--- config.mk ---
export PLATFORM = sky130hd
export DESIGN_NAME = gcre_serializer_flat
export DESIGN_NICKNAME = d
export VERILOG_FILES = /design/src/rtl/core/gcr_sector_data_encoder_core_defines.svh /design/src/rtl/core/gcre_pkg.sv /design/src/rtl/core/gcre_out_if.sv /design/src/rtl/core/gcre_serializer.sv /design/src/flat_wrapper.sv
export SDC_FILE = /design/constraint.sdc
export NUM_CORES = 1
export LEC_CHECK = 0
export BUFFER_PORTS_ARGS = -buffer_cell sky130_fd_sc_hd__buf_2
export CAP_MARGIN = 40
export CORE_MARGIN = 1
export CORE_UTILIZATION = 40
export DETAILED_ROUTE_END_ITERATION = 7
export GPL_ROUTABILITY_DRIVEN = 0
export GPL_TIMING_DRIVEN = 0
export PLACE_DENSITY_LB_ADDON = 0.12
export SLEW_MARGIN = 10
export SYNTH_ARGS = -nofsm -noshare
export SYNTH_HDL_FRONTEND = slang
export SYNTH_SLANG_ARGS = --single-unit
--- constraint.sdc ---
create_clock -name i_clk -period 2.6 [get_ports i_clk]
set_clock_uncertainty 0.1 [all_clocks]
set_input_delay 0.52 -clock i_clk [delete_from_list [all_inputs] [get_ports i_clk]]
set_output_delay 0.52 -clock i_clk [all_outputs]
set_load 0.1 [all_outputs]
--- src/rtl/core/gcr_sector_data_encoder_core_defines.svh ---
// ----------------------------------------------------------------------------
// gcr_sector_data_encoder_core_defines
// assertion macros of the encoder core
// ----------------------------------------------------------------------------
`ifndef GCR_SECTOR_DATA_ENCODER_CORE_DEFINES_SVH
`define GCR_SECTOR_DATA_ENCODER_CORE_DEFINES_SVH

// same-cycle implication, checked out of reset
`define GCRE_ASSERT_IMPL(label, clk, rst_n, ante, cons) \
    label: assert property (@(posedge clk) disable iff (!(rst_n)) (ante) |-> (cons)) \
        else $error("gcre assertion failed");

// next-cycle implication, checked out of reset
`define GCRE_ASSERT_NEXT(label, clk, rst_n, ante, cons) \
    label: assert property (@(posedge clk) disable iff (!(rst_n)) (ante) |=> (cons)) \
        else $error("gcre assertion failed");

`endif

--- src/rtl/core/gcre_pkg.sv ---
// ----------------------------------------------------------------------------
// gcre_pkg
// types, constants and the 6-and-2 code table of the sector data encoder
// ----------------------------------------------------------------------------
package gcre_pkg;

    localparam int MaxCodes = 9;
    localparam int IdxW     = $clog2(MaxCodes);

    localparam logic [9:0] LastByte = 10'd523;

    localparam logic [7:0] MarkD5 = 8'hD5;
    localparam logic [7:0] MarkAA = 8'hAA;
    localparam logic [7:0] MarkAD = 8'hAD;
    localparam logic [7:0] MarkDE = 8'hDE;

    localparam logic [IdxW-1:0] CountGroup = IdxW'(4);
    localparam logic [IdxW-1:0] CountTail  = IdxW'(MaxCodes);

    // byte position within a group of three
    typedef enum logic [2:0] {
        PH_FIRST  = 3'b001,
        PH_SECOND = 3'b010,
        PH_THIRD  = 3'b100
    } t_phase;

    // all words caused by one input byte
    typedef struct packed {
        logic [MaxCodes-1:0][7:0] codes;
        logic [IdxW-1:0]          count;
        logic                     done;
    } t_packet;

    function automatic logic [7:0] code6(input logic [5:0] v);
        logic [7:0] c;
        case (v)
            6'd0:  c = 8'h96;  6'd1:  c = 8'h97;  6'd2:  c = 8'h9A;  6'd3:  c = 8'h9B;
            6'd4:  c = 8'h9D;  6'd5:  c = 8'h9E;  6'd6:  c = 8'h9F;  6'd7:  c = 8'hA6;
            6'd8:  c = 8'hA7;  6'd9:  c = 8'hAB;  6'd10: c = 8'hAC;  6'd11: c = 8'hAD;
            6'd12: c = 8'hAE;  6'd13: c = 8'hAF;  6'd14: c = 8'hB2;  6'd15: c = 8'hB3;
            6'd16: c = 8'hB4;  6'd17: c = 8'hB5;  6'd18: c = 8'hB6;  6'd19: c = 8'hB7;
            6'd20: c = 8'hB9;  6'd21: c = 8'hBA;  6'd22: c = 8'hBB;  6'd23: c = 8'hBC;
            6'd24: c = 8'hBD;  6'd25: c = 8'hBE;  6'd26: c = 8'hBF;  6'd27: c = 8'hCB;
            6'd28: c = 8'hCD;  6'd29: c = 8'hCE;  6'd30: c = 8'hCF;  6'd31: c = 8'hD3;
            6'd32: c = 8'hD6;  6'd33: c = 8'hD7;  6'd34: c = 8'hD9;  6'd35: c = 8'hDA;
            6'd36: c = 8'hDB;  6'd37: c = 8'hDC;  6'd38: c = 8'hDD;  6'd39: c = 8'hDE;
            6'd40: c = 8'hDF;  6'd41: c = 8'hE5;  6'd42: c = 8'hE6;  6'd43: c = 8'hE7;
            6'd44: c = 8'hE9;  6'd45: c = 8'hEA;  6'd46: c = 8'hEB;  6'd47: c = 8'hEC;
            6'd48: c = 8'hED;  6'd49: c = 8'hEE;  6'd50: c = 8'hEF;  6'd51: c = 8'hF2;
            6'd52: c = 8'hF3;  6'd53: c = 8'hF4;  6'd54: c = 8'hF5;  6'd55: c = 8'hF6;
            6'd56: c = 8'hF7;  6'd57: c = 8'hF9;  6'd58: c = 8'hFA;  6'd59: c = 8'hFB;
            6'd60: c = 8'hFC;  6'd61: c = 8'hFD;  6'd62: c = 8'hFE;  6'd63: c = 8'hFF;
            default: c = 8'h96;
        endcase
        return c;
    endfunction

    // top two bits of each of three bytes, packed into one six-bit value
    function automatic logic [5:0] top_bits(input logic [7:0] a, input logic [7:0] b,
                                            input logic [7:0] c);
        return {a[7:6], b[7:6], c[7:6]};
    endfunction

endpackage

--- src/rtl/core/gcre_out_if.sv ---
// ----------------------------------------------------------------------------
// gcre_out_if
// output channel of the encoder: one disk nibble per word
// ----------------------------------------------------------------------------
interface gcre_out_if;
    logic       valid;
    logic       ready;
    logic [7:0] code_byte;
    logic       run_last;
    logic       sector_done;

    modport source (output valid, output code_byte, output run_last, output sector_done,
                    input ready);
    modport sink   (input valid, input code_byte, input run_last, input sector_done,
                    output ready);
endinterface

--- src/rtl/core/gcre_serializer.sv ---
// ----------------------------------------------------------------------------
// gcre_serializer
// holds the words of one input byte and sends them out one per cycle while the receiver is ready
// ----------------------------------------------------------------------------
module gcre_serializer
    import gcre_pkg::*;
(
    input  logic        i_clk,
    input  logic        i_rst_n,
    input  logic        i_load,
    input  t_packet     i_pkt,
    output logic        o_can_load,
    gcre_out_if.source  o_out
);

    logic            r_valid;
    logic [IdxW-1:0] r_idx;
    t_packet         r_pkt;

    logic            w_pop;
    logic            w_last;

    assign w_last     = r_idx == (r_pkt.count - IdxW'(1));
    assign w_pop      = r_valid && o_out.ready;
    assign o_can_load = !r_valid || (w_pop && w_last);

    always_ff @(posedge i_clk) begin
        if (!i_rst_n) begin
            r_valid <= 1'b0;
            r_idx   <= '0;
        end else if (i_load) begin
            r_valid <= 1'b1;
            r_idx   <= '0;
        end else if (w_pop) begin
            if (w_last) begin
                r_valid <= 1'b0;
            end else begin
                r_idx <= r_idx + IdxW'(1);
            end
        end
    end

    // payload, no reset
    always_ff @(posedge i_clk) begin
        if (i_load) begin
            r_pkt <= i_pkt;
        end
    end

    assign o_out.valid       = r_valid;
    assign o_out.code_byte   = r_pkt.codes[r_idx];
    assign o_out.run_last    = w_last;
    assign o_out.sector_done = r_pkt.done && w_last;

endmodule

--- src/flat_wrapper.sv ---
// flat-port wrapper written by rule: the top's interface ports become plain ports
module gcre_serializer_flat import gcre_pkg::*;
  (i_clk, i_rst_n, i_load, i_pkt, o_can_load, o_out_valid, o_out_code_byte, o_out_run_last, o_out_sector_done, o_out_ready);
  gcre_out_if o_out_i ();
  input  logic i_clk;
  input  logic i_rst_n;
  input  logic i_load;
  input  t_packet i_pkt;
  output logic o_can_load;
  output wire logic [$bits(o_out_i.valid)-1:0] o_out_valid;
  output wire logic [$bits(o_out_i.code_byte)-1:0] o_out_code_byte;
  output wire logic [$bits(o_out_i.run_last)-1:0] o_out_run_last;
  output wire logic [$bits(o_out_i.sector_done)-1:0] o_out_sector_done;
  input wire logic [$bits(o_out_i.ready)-1:0] o_out_ready;
  assign o_out_valid = o_out_i.valid;
  assign o_out_code_byte = o_out_i.code_byte;
  assign o_out_run_last = o_out_i.run_last;
  assign o_out_sector_done = o_out_i.sector_done;
  assign o_out_i.ready = o_out_ready;
  gcre_serializer u_core (.i_clk(i_clk), .i_rst_n(i_rst_n), .i_load(i_load), .i_pkt(i_pkt), .o_can_load(o_can_load), .o_out(o_out_i));
endmodule
Word-level counts from Yosys, hierarchy flattened:

Index checks and enable logic that the tools add are counted.

* register bits after elaboration: 82
* output and inout port bits: 12

* eq/ne operators: 1
* bitwise gates (word level): 2
* add/sub/neg operators: 2
* reductions and logical operators: 10
* magnitude comparators: 1
* multiplexer cells: 5

Operator list (count)
* 8-bit binary-select mux with 4-bit select: 1
* 8-bit two-way mux: 1
* 4-bit by 5-bit less-than comparator with 1-bit output, second input constant: 1
* 4-bit by 1-bit adder with 4-bit output, second input constant: 1
* 4-bit equality test: 1
* 2-bit AND reduction: 2
* 2-bit nonzero test: 2
* 4-bit by 1-bit subtractor with 4-bit output, second input constant: 1
* 1-bit logical AND: 3
* 1-bit two-way mux: 3
* 1-bit NOT: 2
* 2-bit OR reduction: 1
* 1-bit zero test: 1
* 1-bit logical OR: 1

Depth between registers and ports, before layout:

Gate-level depths: netlist of the first run.

* word-level depth: 5
* mapped depth: 8
* mapped depth without buffers: 7

Worst setup path before layout of the first run:

OpenSTA, ideal clock, no wires.

* path kind: reg2out
* from: register u_core.r_idx[1]
* to: output o_out_code_byte[0]
* setup slack: -1.328 ns
* data arrival time: 3.308 ns
* stages on the path, launching flop included: 6
* required time: 1.980 ns
* path through: dfxtp_1 -> clkbuf_1 -> buf_2 -> mux4_2 -> mux2i_1 -> o21ai_0

* longest elaborated chain between the ends: 2

RTL lines
* start, declared: line gcre_serializer.sv:17 `logic [IdxW-1:0] r_idx;`
* start signal, assigned: line gcre_serializer.sv:38 `r_idx <= r_idx + IdxW'(1);`
* 8-bit binary-select mux with 4-bit select: line gcre_serializer.sv:51 `assign o_out.code_byte = r_pkt.codes[r_idx];`
* 8-bit two-way mux (not written as such): line gcre_serializer.sv:51
* end, declared: line flat_wrapper.sv:11 `output wire logic [$bits(o_out_i.code_byte)-1:0] o_out_code_byte;`

No other way between the ends. The select of a mux whose other input is x is not followed.

Worst setup path after layout of the first run:

* from: register u_core.r_pkt[1] (netlist name)
* to: output o_out_sector_done

* longest elaborated chain between the ends: 3

RTL lines
* start, declared: line gcre_serializer.sv:18 `t_packet r_pkt;`
* start signal, assigned: line gcre_serializer.sv:46 `r_pkt <= i_pkt;`
* 4-bit by 1-bit subtractor with 4-bit output: line gcre_serializer.sv:23 `assign w_last = r_idx == (r_pkt.count - IdxW'(1));`
* 4-bit equality test: line gcre_serializer.sv:23
* 1-bit logical AND: line gcre_serializer.sv:53 `assign o_out.sector_done = r_pkt.done && w_last;`
* end, declared: line flat_wrapper.sv:13 `output wire logic [$bits(o_out_i.sector_done)-1:0] o_out_sector_done;`

No other way between the ends.

==> results of run 1 <==
==> layout make-up <==
class / instances / area (sq um)
Clock inverter: 6 / 50.0
Multi-Input combinational cell: 75 / 1010
Buffer: 7 / 100
Fill cell: 622 / 3120
Clock buffer: 10 / 128
Timing Repair Buffer: 106 / 802
Sequential cell: 82 / 2420
Inverter: 3 / 11.3
Tap cell: 102 / 128
==> synth_stat cells, drive strengths merged <==
cell and instances:
a21oi 2, a31oi 1, clkbuf 2, buf 5, nor4b 2, dfxtp 5, edfxtp 77, nor4 1
o31ai 1, xor2 2, or3 2, nand3 1, inv 3, nand2 15, a22o 1, xnor2 3
mux2i 8, mux4 16, and2 1, nor2 1, nor2b 1, and4 1, o21ai 11, or4 1
ha 2, o211ai 2
==> worst max-delay path, delay by kind of cell, from the launching register on <==
kind / cells / cell delay, ns
AOI/OAI and AO/OA: 1 / 0.27
xor gates and xnor gates: 1 / 0.14
buffers and inverters: 3 / 0.39
and+or+nand+nor: 2 / 0.33
DFF: 1 / 0.43
adders and majority gates: 1 / 0.22
==> repair_timing <==
action	4_1_cts	5_1_grt
setup buffers	4	6
setup endpoints to repair	11	11
gates cloned	0	1
pin swaps	4	3
gates resized for setup	62	38
==> stage by stage <==
step                setup WS (ns)  setup TNS, ns  cell area (sq um)  utilization
floorplan                 -0.0510        -0.0510               3320            -
global placement           -0.745          -6.16               3900        0.503
detailed placement         -0.415          -3.59               3950        0.509
CTS                        -0.121         -0.323               4380        0.564
global route               -0.240          -1.16               4650        0.599
finish                     -0.150         -0.409               4650        0.599
==> worst paths after layout <==
kind | from | endpoint | cells after the start
worst max-delay path | u_core.r_pkt[1] | o_out_sector_done | 8
worst min-delay path | i_pkt[66] | u_core.r_pkt[66] | 1
worst max register to register | u_core.r_pkt[1] | u_core.r_idx[3] | 10
worst min register to register | u_core.o_out.valid | u_core.r_idx[1] | 2
==> cell families after synthesis <==
| logic type | after synthesis | synth area share |
|---|---|---|
| compound gates | 18 | 0.0318 |
| xor+xnor | 5 | 0.0159 |
| fa+ha+maj | 2 | 0.00776 |
| buf+inv | 10 | 0.0151 |
| flops | 82 | 0.748 |
| mux | 24 | 0.137 |
| simple gates | 26 | 0.0446 |
==> flip-flops by register name, summed over array words and instances, names as in the netlist <==
register	count
u_core.r_pkt	77
u_core.o_out.valid	1
u_core.r_idx	4
==> routing by layer <==
metal	part of all wire	GRT usage	wire (um)	vias up
li1	-	-	-	905
met1	0.41	0.199	2700	921
met2	0.52	0.268	3360	68
met3	0.054	0.0456	351	11
met4	0.016	0.0586	104	0
met5	0	0	0	-
==> power by group <==
part	total (mW)	internal, mW	switching (mW)
sequential	1.58	1.55	0.0299
clock	0.837	0.357	0.480
combinational	0.437	0.199	0.237
==> metrics.txt, run 1 <==
via count 1905; Post-Syn Nets 250; clock tree buffer depth 2; unrepaired setup endpoints after global routing yes; placed cells between 300 and 400; Crit path arrival time 2.13 ns; initial antenna violation count 0; Hold Buf Count CTS 0; failing checks setup timing; vias in the first global route 1897; WP data required 1.98 ns; Die X 91.8 um; DR WL/cell about 17 um; leading area contributor after synthesis edfxtp_1; Syn Std Cell Area approximately 3200 sq um; Cell variety after synth 30; YS warnings 0; WHS 0.236 ns; grt ovf 0; Power Total 2.85 mW; flop2flop setup slack 0.22 ns; final hold vios 0; crit path max fanout 4; Slowest cell on crit path edfxtp_1; ANT cells 0; power density cells 613 nW/um^2; CTS buffer count 9; row count 32; Worst-Skew Late Latency 0.35 ns; FMAX 364 MHz; Hold/Removal Path Class in2reg; VDD IR max 367 uV; largest net degree at the start of global routing 50; H-tree depth 3; initial drt markers 66; Rel. slew slack 0.600; Setup crit end kind output pin; die area 8420 sq um; clk root buf clkbuf_8; hpwl dp 4.09 mm; Post-Layout Cell Count approximately 390; Buffers on Ports 92; Core Area between 7000 and 8000 sq um; Detail Route Antenna Nets 0; CP max stage delay 0.43 ns; initial core utilization 0.415; outcome finished with violations; Synth area leaders edfxtp_1 72%, mux4_2 11%, dfxtp_1 3.1%; Leak Pwr 1.73 nW; Die H 91.8 um; area share of the largest cell type after synthesis 0.717; Boundary Pins 93; # setup viols final 3; kind of critical path reg2out; drt pass-1 iters 5; Final min period 2.75 ns; area growth from synthesis to layout 44.3%; Slew Limit Fails 0; setup ws final -0.150 ns; worst path cell trace inv_2 > ha_4 > xnor2_4 > nor4_2 > a22o_1 > buf_6 > and2_4 > buf_12; DRT Wirelength 6.52 mm; share of layout cells above drive strength 1 0.619; DRC 0; Final nets 367; gr usage total 0.160; Final Cycle Share 1.06; register area share after synthesis 0.748; commonest non-fill, non-tap cells in the layout 81 x buf_2, 77 x edfxtp_1, 16 x mux4_2, 14 x buf_12, 9 x clkbuf_8; startpoint class of the critical path register; # Max-Cap Violations 0; Vias per Instance 4.87; first-pass GRT wire length about 9.7 mm; most common cell after layout, fill and taps aside buf_2; post-synthesis cell count 167; Worst Max-Slew Pin Slew around 0.60 ns; average cell area after synthesis 19.3 sq um; #FFs+latches synth 82; TritonCTS clock tree yes; clk slew on worst S/H paths approximately 0.090 ns; CTS sink cnt between 80 and 90
Note: power is estimated with default switching activity, not from simulation.
==> inputs of run 2 (changes only) <==
- PLACE_DENSITY: not set -> 0.72
- PLACE_DENSITY_LB_ADDON: 0.12 -> not set
==> metrics.txt, run 2 (synthesis results as in run 1) <==
Power Total 2.88 mW (+0.84%); row count 32 (unchanged); DRC 0 (unchanged); Setup crit end kind output pin; Clk pwr share 0.301 (+0.008); Final Cycle Share 1.08 (+0.0188); Hold/Removal Path Class in2reg; Filler Cell Count 613 (-1.4%); Core Area 7770 sq um (unchanged); clock tree buffer depth 2 (unchanged); Sw Share 0.267 (+0.00518); setup ws final -0.199 ns (-0.0490 ns); Die H 91.8 um (unchanged); # Max-Cap Violations 0 (unchanged); die area 8420 sq um (unchanged); largest net degree at the start of global routing 48 (-4.0%); FMAX 357 MHz (-1.8%); H-tree depth 3 (unchanged); clk root buf clkbuf_8; Final nets 367 (unchanged); WP data required 1.98 ns (about the same); via count 1921 (+0.84%); CTS buffer count 9 (unchanged); startpoint class of the critical path register; share of layout cells above drive strength 1 0.616 (-0.00346); Leak Pwr 1.70 nW (-1.5%); max FFs per register 77 (unchanged); drt pass-1 iters 4 (-1); Die X 91.8 um (unchanged); unrepaired setup endpoints after global routing yes; Buffers on Ports 92 (unchanged); Flop pwr share 0.549 (-0.005); VDD IR max 344 uV (-6.1%); DRT Wirelength 6.69 mm (+2.7%); CTS sink cnt 82 (unchanged); vias in the first global route 1986 (+4.7%); Final min period 2.80 ns (+0.0490 ns); Worst-Skew Late Latency 0.35 ns (about the same); hpwl dp 4.29 mm (+4.9%); WHS Path Cells 1 (unchanged); commonest non-fill, non-tap cells in the layout 80 x buf_2, 77 x edfxtp_1, 16 x mux4_2, 14 x buf_12, 13 x buf_4; reg2reg path depth 8 (-2); dpl ws -0.478 ns (-0.0627 ns); Most flops, register u_core.r_pkt; DR WL/cell 17.1 um (+2.7%); Detail Route Antenna Nets 0 (unchanged); initial drt markers 97 (+47%); Slew Limit Fails 0 (unchanged); most common cell after layout, fill and taps aside buf_2; ANT cells 0 (unchanged); Rel. slew slack 0.615 (+0.0143); gr usage total 0.166 (+0.00593); cell-internal power 2.11 mW (+0.14%); P_sw 769 uW (+2.8%); final hold vios 0 (unchanged); # setup viols final 3 (unchanged); Boundary Pins 93 (unchanged); Vias per Instance 4.91 (+0.84%); power density cells 624 nW/um^2 (+1.7%); TritonCTS clock tree yes; flop2flop setup slack 0.35 ns (+0.13 ns); area growth from synthesis to layout 43.1%; clk slew on worst S/H paths 0.10 ns (about the same); initial antenna violation count 0 (unchanged); Logic pwr share 0.149 (-0.004); outcome finished with violations; Worst Max-Slew Pin Slew 0.578 ns (-0.0215 ns); Crit path arrival time 2.18 ns (+0.05 ns); grt ovf 0 (unchanged); failing checks setup timing; initial core utilization 0.415 (unchanged); kind of critical path reg2out; crit path max fanout 6 (+2); first-pass GRT wire length 10.0 mm (+3.3%); WHS 0.230 ns (-0.00566 ns)
## run 2: power by group through the flow
stage | Combinational [mW] | Clock, mW | Sequential [mW]
floorplan | 0.204 | 0 | 1.61
global placement | 0.320 | 0 | 1.61
detailed placement | 0.328 | 0 | 1.61
CTS | 0.399 | 0.897 | 1.58
global route | 0.451 | 0.954 | 1.59
finish | 0.430 | 0.866 | 1.58
## run 2: final cells by class
class	instances	area [sq um]	area share
well taps	102	128	0.0277
multi-input cells	75	1000	0.217
clock buffers	9	124	0.0268
inverters	3	11.3	0.00244
repair buffers	106	762	0.165
plain buffers	7	108	0.0233
flip-flops and latches	82	2420	0.524
clock inverters	7	58.8	0.0127
## run 2: per-stage QoR
stage	std cells	cell area, sq um	setup TNS (ns)	utilization
CTS	386	4450	-0.311	0.573
detailed placement	364	3950	-4.10	0.508
global route	391	4610	-0.873	0.594
floorplan	167	3320	-0.0510	-
finish	391	4610	-0.553	0.594
global placement	361	3900	-6.03	0.503
## run 2: worst max-delay path: stages, from the launching register on
cell,delay [ns]
edfxtp_1,0.44
inv_2,0.10
ha_4,0.21
xnor2_4,0.13
nor4b_2,0.26
a22o_1,0.25
buf_6,0.14
and2_4,0.15
buf_12,0.17
## run 2: repair_timing
item / 4_1_cts / 5_1_grt
setup buffers: 6 / 4
hold buffers: 0 / 0
resized for setup: 71 / 24
pin swaps: 6 / 3
gates cloned: 0 / 1
setup endpoints to repair: 11 / 11
## run 2: worst paths after layout
check / endpoint / startpoint
max reg2reg: u_core.r_idx[2] / u_core.r_pkt[1]
max: o_out_sector_done / u_core.r_pkt[1]
min: u_core.r_pkt[59] / i_pkt[59]
min reg2reg: u_core.r_idx[1] / u_core.o_out.valid
## run 2: metal layers
| layer | global-route usage | share of wire |
|---|---|---|
| met4 | 0.0573 | 0.016 |
| met3 | 0.0597 | 0.066 |
| met5 | 0 | 0 |
| met1 | 0.213 | 0.42 |
| met2 | 0.263 | 0.50 |
==> inputs of run 3 (changes only) <==
--- a/config.mk
+++ b/config.mk
@@ -14,4 +14,5 @@
 export GPL_TIMING_DRIVEN = 0
 export PLACE_DENSITY = 0.72
+export SKIP_CTS_REPAIR_TIMING = 1
 export SLEW_MARGIN = 10
 export SYNTH_ARGS = -nofsm -noshare
--- a/constraint.sdc
+++ b/constraint.sdc
@@ -3,3 +3,3 @@
 set_input_delay 0.52 -clock i_clk [delete_from_list [all_inputs] [get_ports i_clk]]
 set_output_delay 0.52 -clock i_clk [all_outputs]
-set_load 0.1 [all_outputs]
+set_load 0.01 [all_outputs]
==> metrics.txt, run 3 (synthesis results as in run 1) <==
DR WL/cell 15.8 um (-7.7%); commonest non-fill, non-tap cells in the layout 92 x buf_2, 77 x edfxtp_1, 16 x mux4_2, 14 x nand2_1, 11 x o21ai_0; max FFs per register 77 (unchanged); setup ws final -0.147 ns (+0.0517 ns); largest net degree at the start of global routing 67 (+40%); Post-Layout Cell Count 388 (-0.77%); final hold vios 0 (unchanged); CTS sink cnt 82 (unchanged); Leak Pwr 1.58 nW (-7.4%); routed wl met2 3.02 mm (-10%); DRC 0 (unchanged); initial antenna violation count 0 (unchanged); crit path max fanout 5 (-1); Setup crit end kind output pin; failing checks setup timing; Buffers on Ports 92 (unchanged); area growth from synthesis to layout 30.8%; Rel. slew slack 0.708 (+0.0932); dpl ws -0.217 ns (+0.260 ns); CTS buffer count 9 (unchanged); RR Startpoint u_core.r_pkt[1]; die area 8420 sq um (unchanged); kind of critical path reg2out; crit path from u_core.r_pkt[1]; WL met3 369 um (-16%); Power Total 2.70 mW (-6.2%); Vias per Instance 4.90 (-0.28%); first-pass GRT wire length 8.95 mm (-11%); startpoint class of the critical path register; FMAX 364 MHz (+1.9%); outcome finished with violations; VDD IR max 369 uV (+7.1%); Final Cycle Share 1.06 (-0.0199); Max Used Layer met4; row count 32 (unchanged); Worst-Skew Late Latency 0.35 ns (about the same); initial core utilization 0.415 (unchanged); Most flops, register u_core.r_pkt; vias in the first global route 1805 (-9.1%); share of layout cells above drive strength 1 0.531 (-0.0844); met1 WL 2.56 mm (-8.4%); most common cell after layout, fill and taps aside buf_2; Die X 91.8 um (unchanged); WHS 0.243 ns (+0.0122 ns); final setup TNS -0.310 ns (+0.242 ns); clk root buf clkbuf_8; Final min period 2.75 ns (-0.0517 ns); initial drt markers 89 (-8.2%); Crit path arrival time 2.13 ns (-0.05 ns); fin util 0.543 (-0.0511); Boundary Pins 93 (unchanged); placed cells 364 (unchanged); WP data required 1.98 ns (about the same); Worst Max-Slew Pin Slew 0.438 ns (-0.140 ns); Final nets 364 (-0.82%); DRT Wirelength 6.13 mm (-8.4%); clock tree buffer depth 2 (unchanged); Die H 91.8 um (unchanged); unrepaired setup endpoints after global routing yes; Detail Route Antenna Nets 0 (unchanged); Core Area 7770 sq um (unchanged); power density cells 640 nW/um^2 (+2.7%); # Max-Cap Violations 0 (unchanged); H-tree depth 3 (unchanged); Placed Area 3860 sq um (-2.2%); Hold Path Origin i_pkt[17]; drt pass-1 iters 4 (unchanged); hpwl dp 4.11 mm (-4.2%); gr usage total 0.149 (-0.0174); via count 1901 (-1.0%); # setup viols final 3 (unchanged); post-route cell area 4220 sq um (-8.6%); ANT cells 0 (unchanged); Hold/Removal Path Class in2reg; grt ovf 0 (unchanged); clk slew on worst S/H paths 0.08 ns (-0.02 ns); TritonCTS clock tree yes; Slew Limit Fails 0 (unchanged)
-- run 3: cell count changes in the layout (fill, tap and decap cells not counted), sizes merged --
cell      previous run  this run
bufinv               0         1
clkinvlp             1         2
clkinv               1         3
buf                110       109
inv                  8         3
clkbuf              12        11
-- run 3: layout make-up --
cell class	count	area, sq um
clock inverter	6	67.6
sequential	82	2420
fill	651	3550
tap	102	128
timing repair buffer	103	573
buffer	7	81.3
clock buffer	10	128
multi-input combinational	75	812
inverter	3	11.3
-- run 3: layer usage --
metal  vias to the layer above  global-route usage
li1                        898                   -
met1                       910               0.187
met2                        77               0.237
met3                        16              0.0423
met4                         0              0.0716
met5                         -                   0
-- run 3: power by group --
part           switching (mW)  total (mW)  internal (mW)
registers              0.0274        1.58           1.55
logic                   0.101       0.231          0.130
clock network           0.446       0.891          0.445
-- run 3: path summary, 6_finish.rpt --
| check | to | slack, ns | cells past startpoint |
|---|---|---|---|
| max | o_out_sector_done | -0.15 | 8 |
| min | u_core.r_pkt[17] | 0.24 | 1 |
| max reg2reg | u_core.r_idx[0] | 0.43 | 9 |
| min reg2reg | u_core.r_idx[1] | 0.50 | 2 |
-- run 3: worst max-delay path, cell delays in order, from the launching register on --
cell,delay (ns)
edfxtp_1,0.42
inv_2,0.09
ha_4,0.22
xnor2_4,0.13
nor4_2,0.31
a22o_1,0.25
buf_6,0.13
and2_2,0.14
buf_6,0.09
